`config.mk`:
```
export PLATFORM = sky130hd
export DESIGN_NAME = riff_wave_chunk_walker_top
export DESIGN_NICKNAME = d
export VERILOG_FILES = /design/src/rtl/core/rwcw_pkg.sv /design/src/rtl/core/riff_wave_chunk_walker_top.sv
export SDC_FILE = /design/constraint.sdc
export NUM_CORES = 1
export LEC_CHECK = 0
export ABC_AREA = 1
export BUFFER_PORTS_ARGS = -buffer_cell sky130_fd_sc_hd__buf_2
export CORE_MARGIN = 2
export CORE_UTILIZATION = 56
export DETAILED_ROUTE_END_ITERATION = 7
export PLACE_DENSITY = 0.77
export SLEW_MARGIN = 20
export SYNTH_ARGS = -nofsm -noshare
export SYNTH_HDL_FRONTEND = slang
export SYNTH_SLANG_ARGS = --single-unit
```
`constraint.sdc`:
```
create_clock -name clk -period 6.3 [get_ports clk]
set_input_delay 1.89 -clock clk [delete_from_list [all_inputs] [get_ports clk]]
set_output_delay 1.89 -clock clk [all_outputs]
set_load 0.1 [all_outputs]
```
`src/rtl/core/rwcw_pkg.sv`:
```
// Package for the RIFF/WAVE chunk walker: phase encoding, tag constants and
// the result item type. No dependencies.
package rwcw_pkg;

    typedef enum logic [5:0] {
        PH_RIFF = 6'b000001,
        PH_HDR  = 6'b000010,
        PH_BODY = 6'b000100,
        PH_FMT  = 6'b001000,
        PH_PAD  = 6'b010000,
        PH_DEAD = 6'b100000
    } phase_t;

    localparam logic [31:0] RIFF_TAG = 32'h52494646;
    localparam logic [31:0] WAVE_TAG = 32'h57415645;
    localparam logic [31:0] DATA_TAG = 32'h64617461;
    localparam logic [31:0] FMT_TAG  = 32'h666D7420;

    localparam logic [31:0] FMT_MIN_SIZE    = 32'd16;
    localparam logic [3:0]  RIFF_HDR_BYTES  = 4'd12;
    localparam logic [3:0]  CHUNK_HDR_BYTES = 4'd8;

    typedef struct packed {
        logic        payload_valid;
        logic [7:0]  payload_byte;
        logic        done_res;
        logic        is_wave;
        logic        data_found;
        logic [31:0] data_length;
        logic [31:0] rate_hz;
    } result_t;

endpackage

```
`src/rtl/core/riff_wave_chunk_walker_top.sv`:
```
// Top level of the RIFF/WAVE chunk walker: header check, chunk walk and
// output register with skid stage. Depends on rwcw_pkg.
//
// The source channel (src_valid, src_stall) carries one buffer byte per item,
// with end_of_buffer set on the last byte. The destination channel
// (dst_valid, dst_stall) returns exactly one result item per input item.
// A result shows payload_valid and payload_byte for each byte of the first
// data chunk body, and on the last byte of the buffer done_res together with
// is_wave, data_found, data_length and rate_hz.
// Each result is registered in the result register, or in the skid register,
// and one item is taken in every cycle while src_stall is low: all per-byte
// work is a compare and a counter update between state and result registers.
// When the receiver stalls, the result register holds and one more item is
// caught in the skid register; src_stall rises only while the skid register
// is full. After the last byte the walker returns to its reset state, so the
// next byte starts a new buffer.
// Reset is asynchronous and active low; it empties both result registers and
// puts the walker at the start of the RIFF header.
module riff_wave_chunk_walker_top #(
    parameter int LENGTH_BITS = 32
) (
    input  logic        clk,
    input  logic        rst_n,
    input  logic        src_valid,
    output logic        src_stall,
    input  logic [7:0]  data_byte,
    input  logic        end_of_buffer,
    output logic        dst_valid,
    input  logic        dst_stall,
    output logic        payload_valid,
    output logic [7:0]  payload_byte,
    output logic        done_res,
    output logic        is_wave,
    output logic        data_found,
    output logic [31:0] data_length,
    output logic [31:0] rate_hz
);
    import rwcw_pkg::*;

    phase_t                 phase_reg, phase_next;
    logic [3:0]             byte_in_field_reg, byte_in_field_next;
    logic                   header_ok_reg, header_ok_next;
    logic [31:0]            chunk_tag_reg, chunk_tag_next;
    logic [31:0]            chunk_length_reg, chunk_length_next;
    logic [LENGTH_BITS-1:0] body_remaining_reg, body_remaining_next;
    logic                   pad_pending_reg, pad_pending_next;
    logic                   data_seen_reg, data_seen_next;
    logic                   in_data_body_reg, in_data_body_next;
    logic [LENGTH_BITS-1:0] payload_count_reg, payload_count_next;
    logic                   rate_seen_reg, rate_seen_next;
    logic [31:0]            rate_value_reg, rate_value_next;

    result_t                res;
    result_t                out_reg, out_next;
    result_t                skid_reg, skid_next;
    logic                   out_valid_reg, out_valid_next;
    logic                   skid_valid_reg, skid_valid_next;

    logic                   src_fire;
    logic                   dst_fire;
    logic [31:0]            asm_len;
    logic [LENGTH_BITS+31:0] len_ext;
    logic [LENGTH_BITS-1:0] len_sat;

    assign src_stall = skid_valid_reg;
    assign src_fire  = src_valid && !src_stall;
    assign dst_fire  = out_valid_reg && !dst_stall;

    // The chunk size as it stands once the current byte is placed, and
    // the size saturated to the counter range.
    assign asm_len = chunk_length_reg
                     | ({24'b0, data_byte} << {byte_in_field_reg[1:0], 3'b000});
    assign len_ext = {{LENGTH_BITS{1'b0}}, asm_len};
    assign len_sat = (|(len_ext >> LENGTH_BITS)) ? {LENGTH_BITS{1'b1}}
                                                 : len_ext[LENGTH_BITS-1:0];

    always_comb
    begin
        logic [3:0]              idx4;
        logic [2:0]              idx3;
        logic [LENGTH_BITS-1:0]  body_dec;
        logic [LENGTH_BITS+31:0] cnt_ext;

        idx4                = byte_in_field_reg;
        idx3                = byte_in_field_reg[2:0];
        body_dec            = body_remaining_reg;
        cnt_ext             = '0;

        phase_next          = phase_reg;
        byte_in_field_next  = byte_in_field_reg;
        header_ok_next      = header_ok_reg;
        chunk_tag_next      = chunk_tag_reg;
        chunk_length_next   = chunk_length_reg;
        body_remaining_next = body_remaining_reg;
        pad_pending_next    = pad_pending_reg;
        data_seen_next      = data_seen_reg;
        in_data_body_next   = in_data_body_reg;
        payload_count_next  = payload_count_reg;
        rate_seen_next      = rate_seen_reg;
        rate_value_next     = rate_value_reg;
        res                 = '0;

        case (phase_reg)
            PH_RIFF:
            begin
                if (idx4 < 4'd4) begin
                    if (data_byte != RIFF_TAG[8*(3-idx4[1:0]) +: 8]) begin
                        header_ok_next = 1'b0;
                    end
                end else if (idx4 >= 4'd8) begin
                    if (data_byte != WAVE_TAG[8*(3-idx4[1:0]) +: 8]) begin
                        header_ok_next = 1'b0;
                    end
                end
                if (idx4 == RIFF_HDR_BYTES - 4'd1) begin
                    byte_in_field_next = '0;
                    phase_next = header_ok_next ? PH_HDR : PH_DEAD;
                end else begin
                    byte_in_field_next = idx4 + 4'd1;
                end
            end
            PH_HDR:
            begin
                if (idx3 == 3'd0) begin
                    chunk_tag_next    = {24'b0, data_byte};
                    chunk_length_next = '0;
                end else if (idx3 < 3'd4) begin
                    chunk_tag_next = {chunk_tag_reg[23:0], data_byte};
                end else begin
                    chunk_length_next = asm_len;
                end
                if ({1'b0, idx3} == CHUNK_HDR_BYTES - 4'd1) begin
                    byte_in_field_next  = '0;
                    pad_pending_next    = asm_len[0];
                    body_remaining_next = len_sat;
                    if (chunk_tag_reg == DATA_TAG && !data_seen_reg) begin
                        data_seen_next     = 1'b1;
                        in_data_body_next  = 1'b1;
                        payload_count_next = '0;
                    end
                    if (len_sat == '0) begin
                        in_data_body_next = 1'b0;
                        phase_next = asm_len[0] ? PH_PAD : PH_HDR;
                    end else if (chunk_tag_reg == FMT_TAG && asm_len >= FMT_MIN_SIZE
                                 && !rate_seen_reg) begin
                        rate_value_next = '0;
                        phase_next      = PH_FMT;
                    end else begin
                        phase_next = PH_BODY;
                    end
                end else begin
                    byte_in_field_next = {1'b0, idx3} + 4'd1;
                end
            end
            PH_BODY, PH_FMT:
            begin
                if (in_data_body_reg) begin
                    res.payload_valid  = 1'b1;
                    res.payload_byte   = data_byte;
                    payload_count_next = payload_count_reg + 1'b1;
                end
                if (phase_reg == PH_FMT) begin
                    if (idx3 >= 3'd4) begin
                        rate_value_next = rate_value_reg
                            | ({24'b0, data_byte} << {idx3[1:0], 3'b000});
                    end
                    if (idx3 == 3'd7) begin
                        rate_seen_next     = 1'b1;
                        phase_next         = PH_BODY;
                        byte_in_field_next = '0;
                    end else begin
                        byte_in_field_next = {1'b0, idx3} + 4'd1;
                    end
                end
                if (body_remaining_reg != '0) begin
                    body_dec = body_remaining_reg - 1'b1;
                end
                body_remaining_next = body_dec;
                if (body_dec == '0) begin
                    in_data_body_next  = 1'b0;
                    byte_in_field_next = '0;
                    phase_next = pad_pending_reg ? PH_PAD : PH_HDR;
                end
            end
            PH_PAD:
            begin
                pad_pending_next   = 1'b0;
                byte_in_field_next = '0;
                phase_next         = PH_HDR;
            end
            default:
            begin
            end
        endcase

        if (end_of_buffer) begin
            cnt_ext          = {32'b0, payload_count_next};
            res.done_res     = 1'b1;
            res.is_wave      = header_ok_next && (phase_next != PH_RIFF);
            res.data_found   = data_seen_next;
            res.data_length  = cnt_ext[31:0];
            res.rate_hz      = rate_seen_next ? rate_value_next : 32'b0;

            phase_next          = PH_RIFF;
            byte_in_field_next  = '0;
            header_ok_next      = 1'b1;
            chunk_tag_next      = '0;
            chunk_length_next   = '0;
            body_remaining_next = '0;
            pad_pending_next    = 1'b0;
            data_seen_next      = 1'b0;
            in_data_body_next   = 1'b0;
            payload_count_next  = '0;
            rate_seen_next      = 1'b0;
            rate_value_next     = '0;
        end
    end

    always_ff @(posedge clk or negedge rst_n)
    begin
        if (!rst_n) begin
            phase_reg          <= PH_RIFF;
            byte_in_field_reg  <= '0;
            header_ok_reg      <= 1'b1;
            chunk_tag_reg      <= '0;
            chunk_length_reg   <= '0;
            body_remaining_reg <= '0;
            pad_pending_reg    <= 1'b0;
            data_seen_reg      <= 1'b0;
            in_data_body_reg   <= 1'b0;
            payload_count_reg  <= '0;
            rate_seen_reg      <= 1'b0;
            rate_value_reg     <= '0;
        end else if (src_fire) begin
            phase_reg          <= phase_next;
            byte_in_field_reg  <= byte_in_field_next;
            header_ok_reg      <= header_ok_next;
            chunk_tag_reg      <= chunk_tag_next;
            chunk_length_reg   <= chunk_length_next;
            body_remaining_reg <= body_remaining_next;
            pad_pending_reg    <= pad_pending_next;
            data_seen_reg      <= data_seen_next;
            in_data_body_reg   <= in_data_body_next;
            payload_count_reg  <= payload_count_next;
            rate_seen_reg      <= rate_seen_next;
            rate_value_reg     <= rate_value_next;
        end
    end

    always_comb
    begin
        out_next        = out_reg;
        skid_next       = skid_reg;
        out_valid_next  = out_valid_reg;
        skid_valid_next = skid_valid_reg;
        if (dst_fire || !out_valid_reg) begin
            if (skid_valid_reg) begin
                out_next        = skid_reg;
                out_valid_next  = 1'b1;
                skid_valid_next = 1'b0;
            end else begin
                out_next       = res;
                out_valid_next = src_fire;
            end
        end else if (src_fire) begin
            skid_next       = res;
            skid_valid_next = 1'b1;
        end
    end

    always_ff @(posedge clk or negedge rst_n)
    begin
        if (!rst_n) begin
            out_valid_reg  <= 1'b0;
            skid_valid_reg <= 1'b0;
        end else begin
            out_valid_reg  <= out_valid_next;
            skid_valid_reg <= skid_valid_next;
        end
    end

    always_ff @(posedge clk)
    begin
        out_reg  <= out_next;
        skid_reg <= skid_next;
    end

    assign dst_valid     = out_valid_reg;
    assign payload_valid = out_reg.payload_valid;
    assign payload_byte  = out_reg.payload_byte;
    assign done_res      = out_reg.done_res;
    assign is_wave       = out_reg.is_wave;
    assign data_found    = out_reg.data_found;
    assign data_length   = out_reg.data_length;
    assign rate_hz       = out_reg.rate_hz;

    a_skid_implies_out: assert property (@(posedge clk) disable iff (!rst_n)
        skid_valid_reg |-> out_valid_reg)
        else $error("skid register full while result register empty");

    a_summary_only_on_done: assert property (@(posedge clk) disable iff (!rst_n)
        (dst_valid && !done_res) |-> (!is_wave && !data_found
                                      && data_length == 32'd0 && rate_hz == 32'd0))
        else $error("summary fields set on an item that is not the last byte");

    a_no_payload_zero_byte: assert property (@(posedge clk) disable iff (!rst_n)
        (dst_valid && !payload_valid) |-> (payload_byte == 8'd0))
        else $error("payload byte nonzero without payload_valid");

    a_not_wave_empty: assert property (@(posedge clk) disable iff (!rst_n)
        (dst_valid && done_res && !is_wave) |-> (!data_found && rate_hz == 32'd0))
        else $error("chunk results reported for a buffer that is not WAVE");

endmodule
```
==> results_dict.tcl, run 1 <==
set metrics [dict create \
    worst_pin_slew_ps 1051 \
    p_clk_share_pct 28.4 \
    rrSetupSlack_ps 2300 \
    antenna_cells 0 \
    final_area_um2 18790 \
    slew_violations 0 \
    wire_per_inst_um 17.90 \
    combPwrFrac_pct 37.5 \
    cts_sinks 329 \
    ys_top_cells_by_count "543 x nand2_1, 235 x nor2_1, 197 x inv_1" \
    die_area_um2 31500 \
    clk_latency_ps 540 \
    cp_max_fo 50 \
    ys.flop_type "dfrtp_1" \
    hp-class "flop to flop" \
    grt_pass1_wl_mm 72.78 \
    drtIter0Drc 1705 \
    drc 0 \
    antenna_found_initial 0 \
    timing.final.ws_setup_ps 1937 \
    cts.clk_slew.worst_paths_ps 60 \
    ys_seq_elements 329 \
    synth_largest_area_cell "edfxtp_1" \
    cts_resized 0 \
    cts_tree "built" \
    ys_top_cells_by_area "edfxtp_1 27%, dfrtp_1 26%, nand2_1 12%" \
    tns_ps 0 \
    max_cap_viol_count 0 \
    syn_to_final_growth_pct 11.45 \
    pre_cts_ws_ps 1501 \
    vias 14574 \
    p_seq_share_pct 34.1 \
    place_area_um2 17560 \
    fin_nets 2105 \
    postCtsHoldBufs 0 \
    cp-start-kind "input port" \
    fin_crit_sh_pct 69.25 \
    grt_overflow_total 0 \
    fp-row-count 63 \
    crit_start "src_valid" \
    core_area_um2 29640 \
    finalHoldViolCount 0 \
    h-tree-depth 2 \
    crit_type "input port to flop" \
    r2r_end "body_remaining_reg[7]" \
    grt.total_usage_pct 28.98 \
    io_buffers 90 \
    cts_buffer_depth 3 \
    internal_power_mw 4.505 \
    vdd_drop_max_v 0.0002109 \
    post_cts_buffers 0 \
    die_x_um 177.5 \
    p_per_area_nw_per_um2 412.4 \
    synth-edff-count 152 \
    switching_share_pct 41.84 \
    finalWeightedCongestion 0.9210 \
    synth.most_common_cell "nand2_1" \
    synthMuxAreaShare_pct 0 \
    synth_compound_area_share_pct 12.23 \
    r2r_cells 11 \
    synthAdderAreaFrac_pct 0.5196 \
    synth.distinct_cells 49 \
    cts_root_buf "clkbuf_16" \
    postSynth.asyncResetShare_pct 53.80 \
    setup_viol 0 \
    fin_crit_ps 4363 \
    synth_fp_nets 2054 \
    syn_area_um2 16850 \
    grt_max_degree 91 \
    synth_top_area_share_pct 27.08 \
    synth.yosys.seq_area_share_pct 53.37 \
    start_util_pct 56.87 \
    switchingPower_mw 3.241 \
    synth_top_family_by_area "simple AND/OR/NAND/NOR gates" \
    yosys_warnings 0 \
    final_cells 2503 \
    relSlewSlack_pct 29.89 \
    crit_path_end "body_remaining_reg[7]" \
    critPathCaptureType "flop" \
    skew_ps 16.07 \
    yosys.area_share.simple_pct 25.86 \
    reg2reg_from "src_stall" \
    largest_reg_flops 76 \
    status "finished, final reports clean" \
    rsz0062_at_grt "no" \
    wl_mm 44.79 \
    yosys.area_share.xor_xnor_pct 0.6236 \
    dr.pass1.iters 5 \
    leakage_nw 8.150 \
    arrival_ps 4750 \
    viasPerCell 5.823 \
    grt_pass1_vias 13740 \
    cp.required_ps 6690 \
    dp_cells 2437 \
    ant_nets 0 \
    syn_avg_cell_area_um2 8.287 \
    fill_cells 2493 \
    drive_above_1_share_pct 10.55 \
    clock.fmax_mhz 229.2 \
    netlist_instances 2034 \
    dp_hpwl_mm 30.55 \
    io_pins 91 \
    numCtsBuffers 36 \
    die_y_um 177.5 \
]
how the worst min path moves through the flow:
stage | startpoint | endpoint | slack [ps] | depth (start not counted)
floorplan | rate_value_reg[11] | rate_value_reg[11] | 450 | 2
global placement | rate_value_reg[15] | rate_value_reg[15] | 460 | 2
detailed placement | rate_value_reg[11] | rate_value_reg[11] | 470 | 2
CTS | rate_value_reg[15] | rate_value_reg[15] | 490 | 2
global route | chunk_tag_reg[31] | chunk_tag_reg[31] | 530 | 2
finish | rate_value_reg[15] | rate_value_reg[15] | 490 | 2
stage by stage:
step / hold slack, ps / power (mW) / utilization (%)
floorplan: 447.9 / 4.820 / -
global placement: 464.3 / 5.489 / 59.24
detailed placement: 474.9 / 5.527 / 59.24
CTS: 493.7 / 7.730 / 63.37
global route: 530.7 / 8.179 / 63.38
finish: 491.0 / 7.747 / 63.38
per-layer routing:
| metal | up-vias | track usage (%) | wire length [µm] | part of all wire [%] |
|---|---|---|---|---|
| met5 | - | 0 | 0 | 0 |
| met4 | 0 | 7.514 | 999 | 2.2 |
| met3 | 79 | 4.263 | 3385 | 7.6 |
| met2 | 620 | 45.70 | 20390 | 46 |
| met1 | 6973 | 42.23 | 20020 | 45 |
| li1 | 6902 | - | - | - |
area by class of cell:
| cell class | instances | area [µm²] | share of cell area (%) |
|---|---|---|---|
| Clock buffer | 46 | 938.4 | 4.995 |
| Clock inverter | 20 | 285.3 | 1.519 |
| Inverter | 214 | 803.3 | 4.276 |
| Multi-Input combinational cell | 1394 | 6654 | 35.42 |
| Sequential cell | 329 | 8997 | 47.90 |
| Tap cell | 390 | 488.0 | 2.598 |
| Timing Repair Buffer | 110 | 619.3 | 3.297 |
placed cells by master, fill, tap and decap left out, drive strengths merged, types with 7 or more instances in the layout:
cell type  count
a21oi         30
a22o          25
buf          110
clkbuf        46
clkinv        14
dfrtp        175
edfxtp       152
ha             7
inv          212
nand2        549
nand3        148
nand4         27
nor2         253
nor3          35
o2111ai       16
o21ai        185
o22ai         48
o31ai         10
o32ai         15
xor2          10
worst max-delay path, stage by stage:
cell,delay (ps)
buf_2,110
nand2_1,70
buf_4,340
clkinv_1,640
o21ai_0,400
a21oi_2,60
buf_4,300
nand2_1,630
a21oi_1,120
nand2_1,90
o21ai_0,80
power groups by stage:
stage          combinational, mW  sequential [mW]  clock (mW)
2_1_floorplan               1.90             2.92           0
3_3_place_gp                2.82             2.67           0
3_5_place_dp                2.85             2.68           0
4_1_cts                     2.87             2.64        2.22
5_1_grt                     3.21             2.66        2.30
6_report                    2.90             2.64        2.20
kinds of logic after synthesis:
| family | count (synthesis) |
|---|---|
| fa+ha+maj | 7 |
| xor+xnor | 12 |
| flops | 329 |
| buf+inv | 311 |
| compound gates | 344 |
| simple gates | 1031 |
Note: power is estimated with default switching activity, not from simulation.
==> inputs of run 2 (changes only) <==
--- a/config.mk
+++ b/config.mk
@@ -5,12 +5,12 @@
 export SDC_FILE = /design/constraint.sdc
 export NUM_CORES = 1
 export LEC_CHECK = 0
-export ABC_AREA = 1
+export ABC_AREA = 0
 export BUFFER_PORTS_ARGS = -buffer_cell sky130_fd_sc_hd__buf_2
 export CORE_MARGIN = 2
-export CORE_UTILIZATION = 56
+export CORE_UTILIZATION = 60
 export DETAILED_ROUTE_END_ITERATION = 7
-export PLACE_DENSITY = 0.77
+export PLACE_DENSITY = 0.79
 export SLEW_MARGIN = 20
 export SYNTH_ARGS = -nofsm -noshare
 export SYNTH_HDL_FRONTEND = slang
==> constraint.sdc (replaced) <==
create_clock -name clk -period 4.1 [get_ports clk]
set_input_delay 1.23 -clock clk [delete_from_list [all_inputs] [get_ports clk]]
set_output_delay 1.23 -clock clk [all_outputs]
set_load 0.1 [all_outputs]
==> run 2 against run 1 <==
Wire length is 0.64% lower. Cell area fell by 1.5%. Critical path depth fell by 2. Synthesized area shrank 2.5%. Cell count fell by 14%. Die area fell by 8.8%. Sequential share of layout area rose by 0.74 points. Via count fell by 3.2%. Synthesized cell count decreased by 15%. Power up 42%. Count of clock-buffer cells in the layout grew 7. Non-clock buffer count increased by 28.
==> results_dict.tcl, run 2 <==
set metrics [dict create \
    status "finished, final reports clean" \
    synth_largest_area_cell "edfxtp_1" \
    max_cap_viol_count 0 \
    antenna_found_initial 1 \
    ys.flop_type "dfrtp_1" \
    worst_pin_slew_ps 920.4 \
    fin_crit_ps 3763 \
    setup_viol 0 \
    combPwrFrac_pct 31.7 \
    cp.required_ps 4520 \
    synth_top_area_share_pct 27.77 \
    final_common_cell "nand2_1" \
    cts_resized 0 \
    postSynth.asyncResetShare_pct 53.80 \
    wl_mm 44.50 \
    h-tree-depth 2 \
    finalHoldViolCount 0 \
    core_area_um2 26950 \
    die_area_um2 28730 \
    grt.total_usage_pct 31.09 \
    cp_max_fo 12 \
    use_met1_pct 43.87 \
    clock.fmax_mhz 265.7 \
    viasPerCell 6.574 \
    use_met2_pct 49.65 \
    yosys_warnings 0 \
    slew_violations 0 \
    dp_hpwl_mm 29.61 \
    synth.yosys.seq_area_share_pct 54.74 \
    grt_pass1_vias 13404 \
    cts_root_buf "clkbuf_16" \
    synth-edff-count 152 \
    dr.pass1.iters 5 \
    postCtsHoldBufs 0 \
    rsz0062_at_grt "no" \
    ys_top_cells_by_area "edfxtp_1 28%, dfrtp_1 27%, a21oi_1 5.6%" \
    cp-start-kind "flop" \
    grt_max_degree 95 \
    arrival_ps 4190 \
    die_x_um 169.5 \
    switchingPower_mw 4.175 \
    synth_fp_nets 1746 \
    syn_avg_cell_area_um2 9.522 \
    final_area_um2 18500 \
    drc 0 \
    cts_sinks 329 \
    internal_power_mw 6.854 \
    drive_above_1_share_pct 14.40 \
    fp-row-count 60 \
    p_clk_share_pct 29.4 \
    vias 14114 \
    total_power_mw 11.03 \
    layout_common_cells "237 x nand2_1, 198 x nor2_1, 185 x a21oi_1, 174 x dfrtp_1, 152 x edfxtp_1" \
    grt_use_met3_pct 3.708 \
    grt_pass1_wl_mm 71.44 \
    syn_to_final_growth_pct 12.56 \
    place_area_um2 17290 \
    relSlewSlack_pct 38.16 \
    cts_tree "built" \
    ys_seq_elements 329 \
    fin_crit_sh_pct 91.79 \
    min_path_cells 2 \
    syn_area_um2 16440 \
    ys_top_cells_by_count "239 x nand2_1, 199 x nor2_1, 185 x a21oi_1" \
    post_cts_buffers 0 \
    p_per_area_nw_per_um2 596.1 \
    switching_share_pct 37.85 \
    cts.clk_slew.worst_paths_ps 60 \
    largest_reg_flops 76 \
    drtIter0Drc 1517 \
    busiest_layer "met2" \
    hp-class "flop to flop" \
    synth.distinct_cells 72 \
    p_seq_share_pct 38.9 \
    ant_nets 0 \
    fin_nets 1800 \
    skew_ps 14.65 \
    grt_overflow_total 0 \
    synth.most_common_cell "nand2_1" \
    vdd_drop_max_v 0.0004101 \
    start_util_pct 60.98 \
    netlist_instances 1726 \
    io_pins 91 \
    wire_per_inst_um 20.73 \
    cts_buffer_depth 3 \
    critPathCaptureType "flop" \
    r2r_cells 9 \
    leakage_nw 7.465 \
    die_y_um 169.5 \
    crit_type "flop to flop" \
    finalWeightedCongestion 0.9830 \
    numCtsBuffers 35 \
    io_buffers 90 \
    clk_latency_ps 520 \
]
-- run 2: cell count changes in the layout (fill, tap and decap cells not counted), sizes merged, moves of 28 or more --
cell | before | now
nand2 | 549 | 239
inv | 212 | 23
a21oi | 30 | 185
nand3 | 148 | 28
o21ai | 185 | 123
nor2 | 253 | 199
o31ai | 10 | 64
o22ai | 48 | 6
mux2 | 0 | 36
nor3 | 35 | 70
nor4 | 6 | 38
buf | 110 | 138
-- run 2: cell families (layout without fill, tap and decap cells) --
| kind of cell | after synthesis | count (layout) | share of synthesized area (%) |
|---|---|---|---|
| AO/OA/AOI/OAI | 495 | 495 | 18.15 |
| flip-flops | 329 | 329 | 54.74 |
| adder cells (fa/ha/maj) | 7 | 7 | 0.5329 |
| buffers and inverters | 145 | 224 | 3.410 |
| AND/OR/NAND/NOR | 701 | 701 | 19.98 |
| other | 0 | 1 | 0 |
| XOR/XNOR | 9 | 9 | 0.4796 |
| multiplexers | 40 | 40 | 2.710 |
-- run 2: final timing paths --
kind | slack [ps] | startpoint | end
max | 340 | body_remaining_reg[3] | byte_in_field_reg[0]
min | 480 | chunk_length_reg[1] | chunk_length_reg[1]
max reg2reg | 340 | body_remaining_reg[3] | byte_in_field_reg[0]
min reg2reg | 480 | chunk_length_reg[1] | chunk_length_reg[1]
max in group asynchronous | 2500 | rst_n | src_stall
min in group asynchronous | 660 | rst_n | body_remaining_reg[8]
-- run 2: cell type report --
class                   count  area, µm²
flip-flops and latches    329       8997
fillers                  2038       8451
inverters                  24      90.09
multi-input cells        1252       6949
clock inverters             9      123.9
repair buffers            138      854.6
clock buffers              53       1056
well taps                 341      426.7
diodes                      1      2.502
-- run 2: power by group through the flow --
stage                     Combinational [mW]  Sequential [mW]  Clock (mW)
after floorplan                         2.00             4.81           0
after global placement                  3.38             4.32           0
after detailed placement                3.43             4.33           0
after CTS                               3.44             4.27        3.26
after global routing                    3.76             4.35        3.37
final                                   3.50             4.29        3.24
-- run 2: routing by layer --
layer	share of wire (%)	vias to the layer above
met2	46	680
met4	4.0	0
met3	6.9	138
met5	0	-
li1	-	6416
met1	43	6880
-- run 2: worst max-delay path: stages (launching register included) --
cell and delay (ps):
dfrtp_1 500, nor4_1 680, nand4_1 380, nor3_1 620, nor3_1 170, or4b_1 490
nor4_1 310, a21oi_1 170, a2bb2oi_1 190, mux2i_1 160
-- run 2: stage by stage --
step                setup slack, ps  util (%)  hold slack, ps  setup TNS [ps]  instances
floorplan                     210.7         -           441.3               0       1726
global placement              156.6     64.16           453.2               0       2084
detailed placement           -65.44     64.16           469.3          -65.44       2084
CTS                           403.3     68.54           482.5               0       2146
global route                  79.16     68.64           526.3               0       2147
finish                        336.6     68.64           480.5               0       2147
==> inputs of run 3 (changes only) <==
--- a/config.mk
+++ b/config.mk
@@ -7,10 +7,12 @@
 export LEC_CHECK = 0
 export ABC_AREA = 0
 export BUFFER_PORTS_ARGS = -buffer_cell sky130_fd_sc_hd__buf_2
+export CELL_PAD_IN_SITES_DETAIL_PLACEMENT = 1
+export CELL_PAD_IN_SITES_GLOBAL_PLACEMENT = 1
 export CORE_MARGIN = 2
-export CORE_UTILIZATION = 60
+export CORE_UTILIZATION = 48
 export DETAILED_ROUTE_END_ITERATION = 7
-export PLACE_DENSITY = 0.79
+export PLACE_DENSITY_LB_ADDON = 0.1
 export SLEW_MARGIN = 20
 export SYNTH_ARGS = -nofsm -noshare
 export SYNTH_HDL_FRONTEND = slang
==> run 3 against run 2 <==
Via count rose by 0.16%. Fmax decreased by 1.2%. Critical endpoint is now byte_in_field_reg[2]. Critical path type unchanged. Cell area rose by 1.2%. Clock power is 4% lower. Wire length increased by 19%. Global-route usage fell by 1.2 points.
==> results_dict.tcl, run 3 (synthesis results as in run 2) <==
set metrics [dict create \
    p_clk_share_pct 28.2 \
    clk_latency_ps 540 \
    max_cap_viol_count 0 \
    dp_cells 2211 \
    critPathCaptureType "flop" \
    crit_path_end "byte_in_field_reg[2]" \
    wire_per_inst_um 23.16 \
    pre_cts_ws_ps -116.5 \
    final_common_cell "nand2_1" \
    start_util_pct 48.89 \
    relSlewSlack_pct 36.11 \
    largest_reg_flops 76 \
    fp-row-count 67 \
    rsz0062_at_grt "no" \
    setup_viol 0 \
    worst_pin_slew_ps 951.1 \
    skew_ps 17.54 \
    antenna_found_initial 0 \
    cp.required_ps 4500 \
    cts_root_buf "clkbuf_16" \
    crit_type "flop to flop" \
    cts_tree "built" \
    numCtsBuffers 37 \
    dp_hpwl_mm 35.16 \
    path_cells "or4_4, nor4_2, nand4_1, or4_1, xor2_1, and3_1, nand4_4, a21oi_1, o32ai_1" \
    worstHoldStart "chunk_tag_reg[26]" \
    vias 14136 \
    cp_max_fo 12 \
    slew_violations 0 \
    layout_common_cells "237 x nand2_1, 198 x nor2_1, 185 x a21oi_1, 174 x dfrtp_1, 152 x edfxtp_1" \
    dr.pass1.iters 5 \
    grt_overflow_total 0 \
    io_buffers 90 \
    antenna_cells 0 \
    final_area_um2 18720 \
    cts_resized 0 \
    die_x_um 189.0 \
    die_area_um2 35740 \
    viasPerCell 6.205 \
    r2r_end "byte_in_field_reg[2]" \
    fin_nets 1822 \
    grt.total_usage_pct 29.86 \
    status "finished, final reports clean" \
    post_cts_buffers 0 \
    io_pins 91 \
    final_cells 2278 \
    r2r_cells 9 \
    switchingPower_mw 4.390 \
    postCtsHoldBufs 0 \
    grt_max_degree 76 \
    grt_pass1_vias 14778 \
    cts_sinks 329 \
    wl_mm 52.75 \
    reg2reg_from "body_remaining_reg[3]" \
    drtIter0Drc 974 \
    drc 0 \
    core_area_um2 33620 \
    leakage_nw 7.535 \
    clock.fmax_mhz 262.4 \
    cp_slowest_stage_delay_ps 650 \
    place_area_um2 17590 \
    cp-start-kind "flop" \
    cts.clk_slew.worst_paths_ps 60 \
    arrival_ps 4210 \
    critPathSlowestCell "or4_4" \
    grt_pass1_wl_mm 84.30 \
    vdd_drop_max_v 0.0003738 \
    switching_share_pct 39.67 \
    die_y_um 189.0 \
    timing.final.ws_setup_ps 289.2 \
    combPwrFrac_pct 32.8 \
    cts_buffer_depth 3 \
    rrSetupSlack_ps 290 \
    finalHoldViolCount 0 \
    h-tree-depth 2 \
    p_per_area_nw_per_um2 591.0 \
    drive_above_1_share_pct 15.14 \
    fin_crit_ps 3811 \
    finalWeightedCongestion 0.9157 \
    internal_power_mw 6.675 \
    crit_start "body_remaining_reg[3]" \
    syn_to_final_growth_pct 13.91 \
    p_seq_share_pct 39.0 \
    hp-class "flop to flop" \
    ant_nets 0 \
    fin_crit_sh_pct 92.95 \
]
run 3: cell count changes in the layout (fill, tap and decap cells not counted):
cell / change
clkbuf_8: -5
clkinv_2: +2
clkinvlp_4: +1
buf_4: +19
bufinv_16: -2
clkinv_1: +8
inv_6: +1
diode_2: -1
buf_12: +1
run 3: power groups by stage:
| stage | Combinational (mW) | Sequential (mW) | Clock, mW |
|---|---|---|---|
| 3_5_place_dp | 3.58 | 4.36 | 0 |
| 5_1_grt | 3.92 | 4.37 | 3.29 |
| 2_1_floorplan | 2.00 | 4.81 | 0 |
| 3_3_place_gp | 3.51 | 4.33 | 0 |
| 6_report | 3.63 | 4.31 | 3.12 |
| 4_1_cts | 3.60 | 4.30 | 3.18 |
run 3: how the worst min path moves through the flow:
stage	cells after the start	slack (ps)	endpoint
after floorplan	2	440	chunk_tag_reg[29]
after global placement	2	460	chunk_tag_reg[26]
after detailed placement	2	470	chunk_tag_reg[26]
after CTS	2	480	chunk_tag_reg[26]
after global routing	2	520	chunk_tag_reg[26]
final	2	480	chunk_tag_reg[26]
run 3: per-layer routing:
metal,vias to the layer above,part of all wire [%],global-route usage [%]
li1,6476,-,-
met1,7187,43,39.16
met2,361,49,49.96
met3,112,4.1,4.041
met4,0,4.1,12.59
met5,-,0,0
run 3: cell type report:
class | instances | area [µm²]
tap | 448 | 560.5
multi-input combinational | 1252 | 6949
inverter | 24 | 90.09
sequential | 329 | 8997
fill | 3796 | 14890
clock buffer | 48 | 987.2
timing repair buffer | 158 | 1017
clock inverter | 19 | 120.1
run 3: metrics by stage:
stage	power, mW	hold slack (ps)	TNS, ps	util, %
6_report	11.07	476.0	0	55.69
3_3_place_gp	7.840	456.3	0	52.32
2_1_floorplan	6.809	441.3	0	-
5_1_grt	11.58	523.2	0	55.69
4_1_cts	11.08	478.9	0	55.62
3_5_place_dp	7.938	466.4	-638.4	52.32
run 3: worst max-delay path: cells and delay by family (launching register included):
kind,cells,cell delay [ps]
AOI/OAI and AO/OA,2,530
xor gates and xnor gates,1,230
DFF,1,530
and+or+nand+nor,6,2360
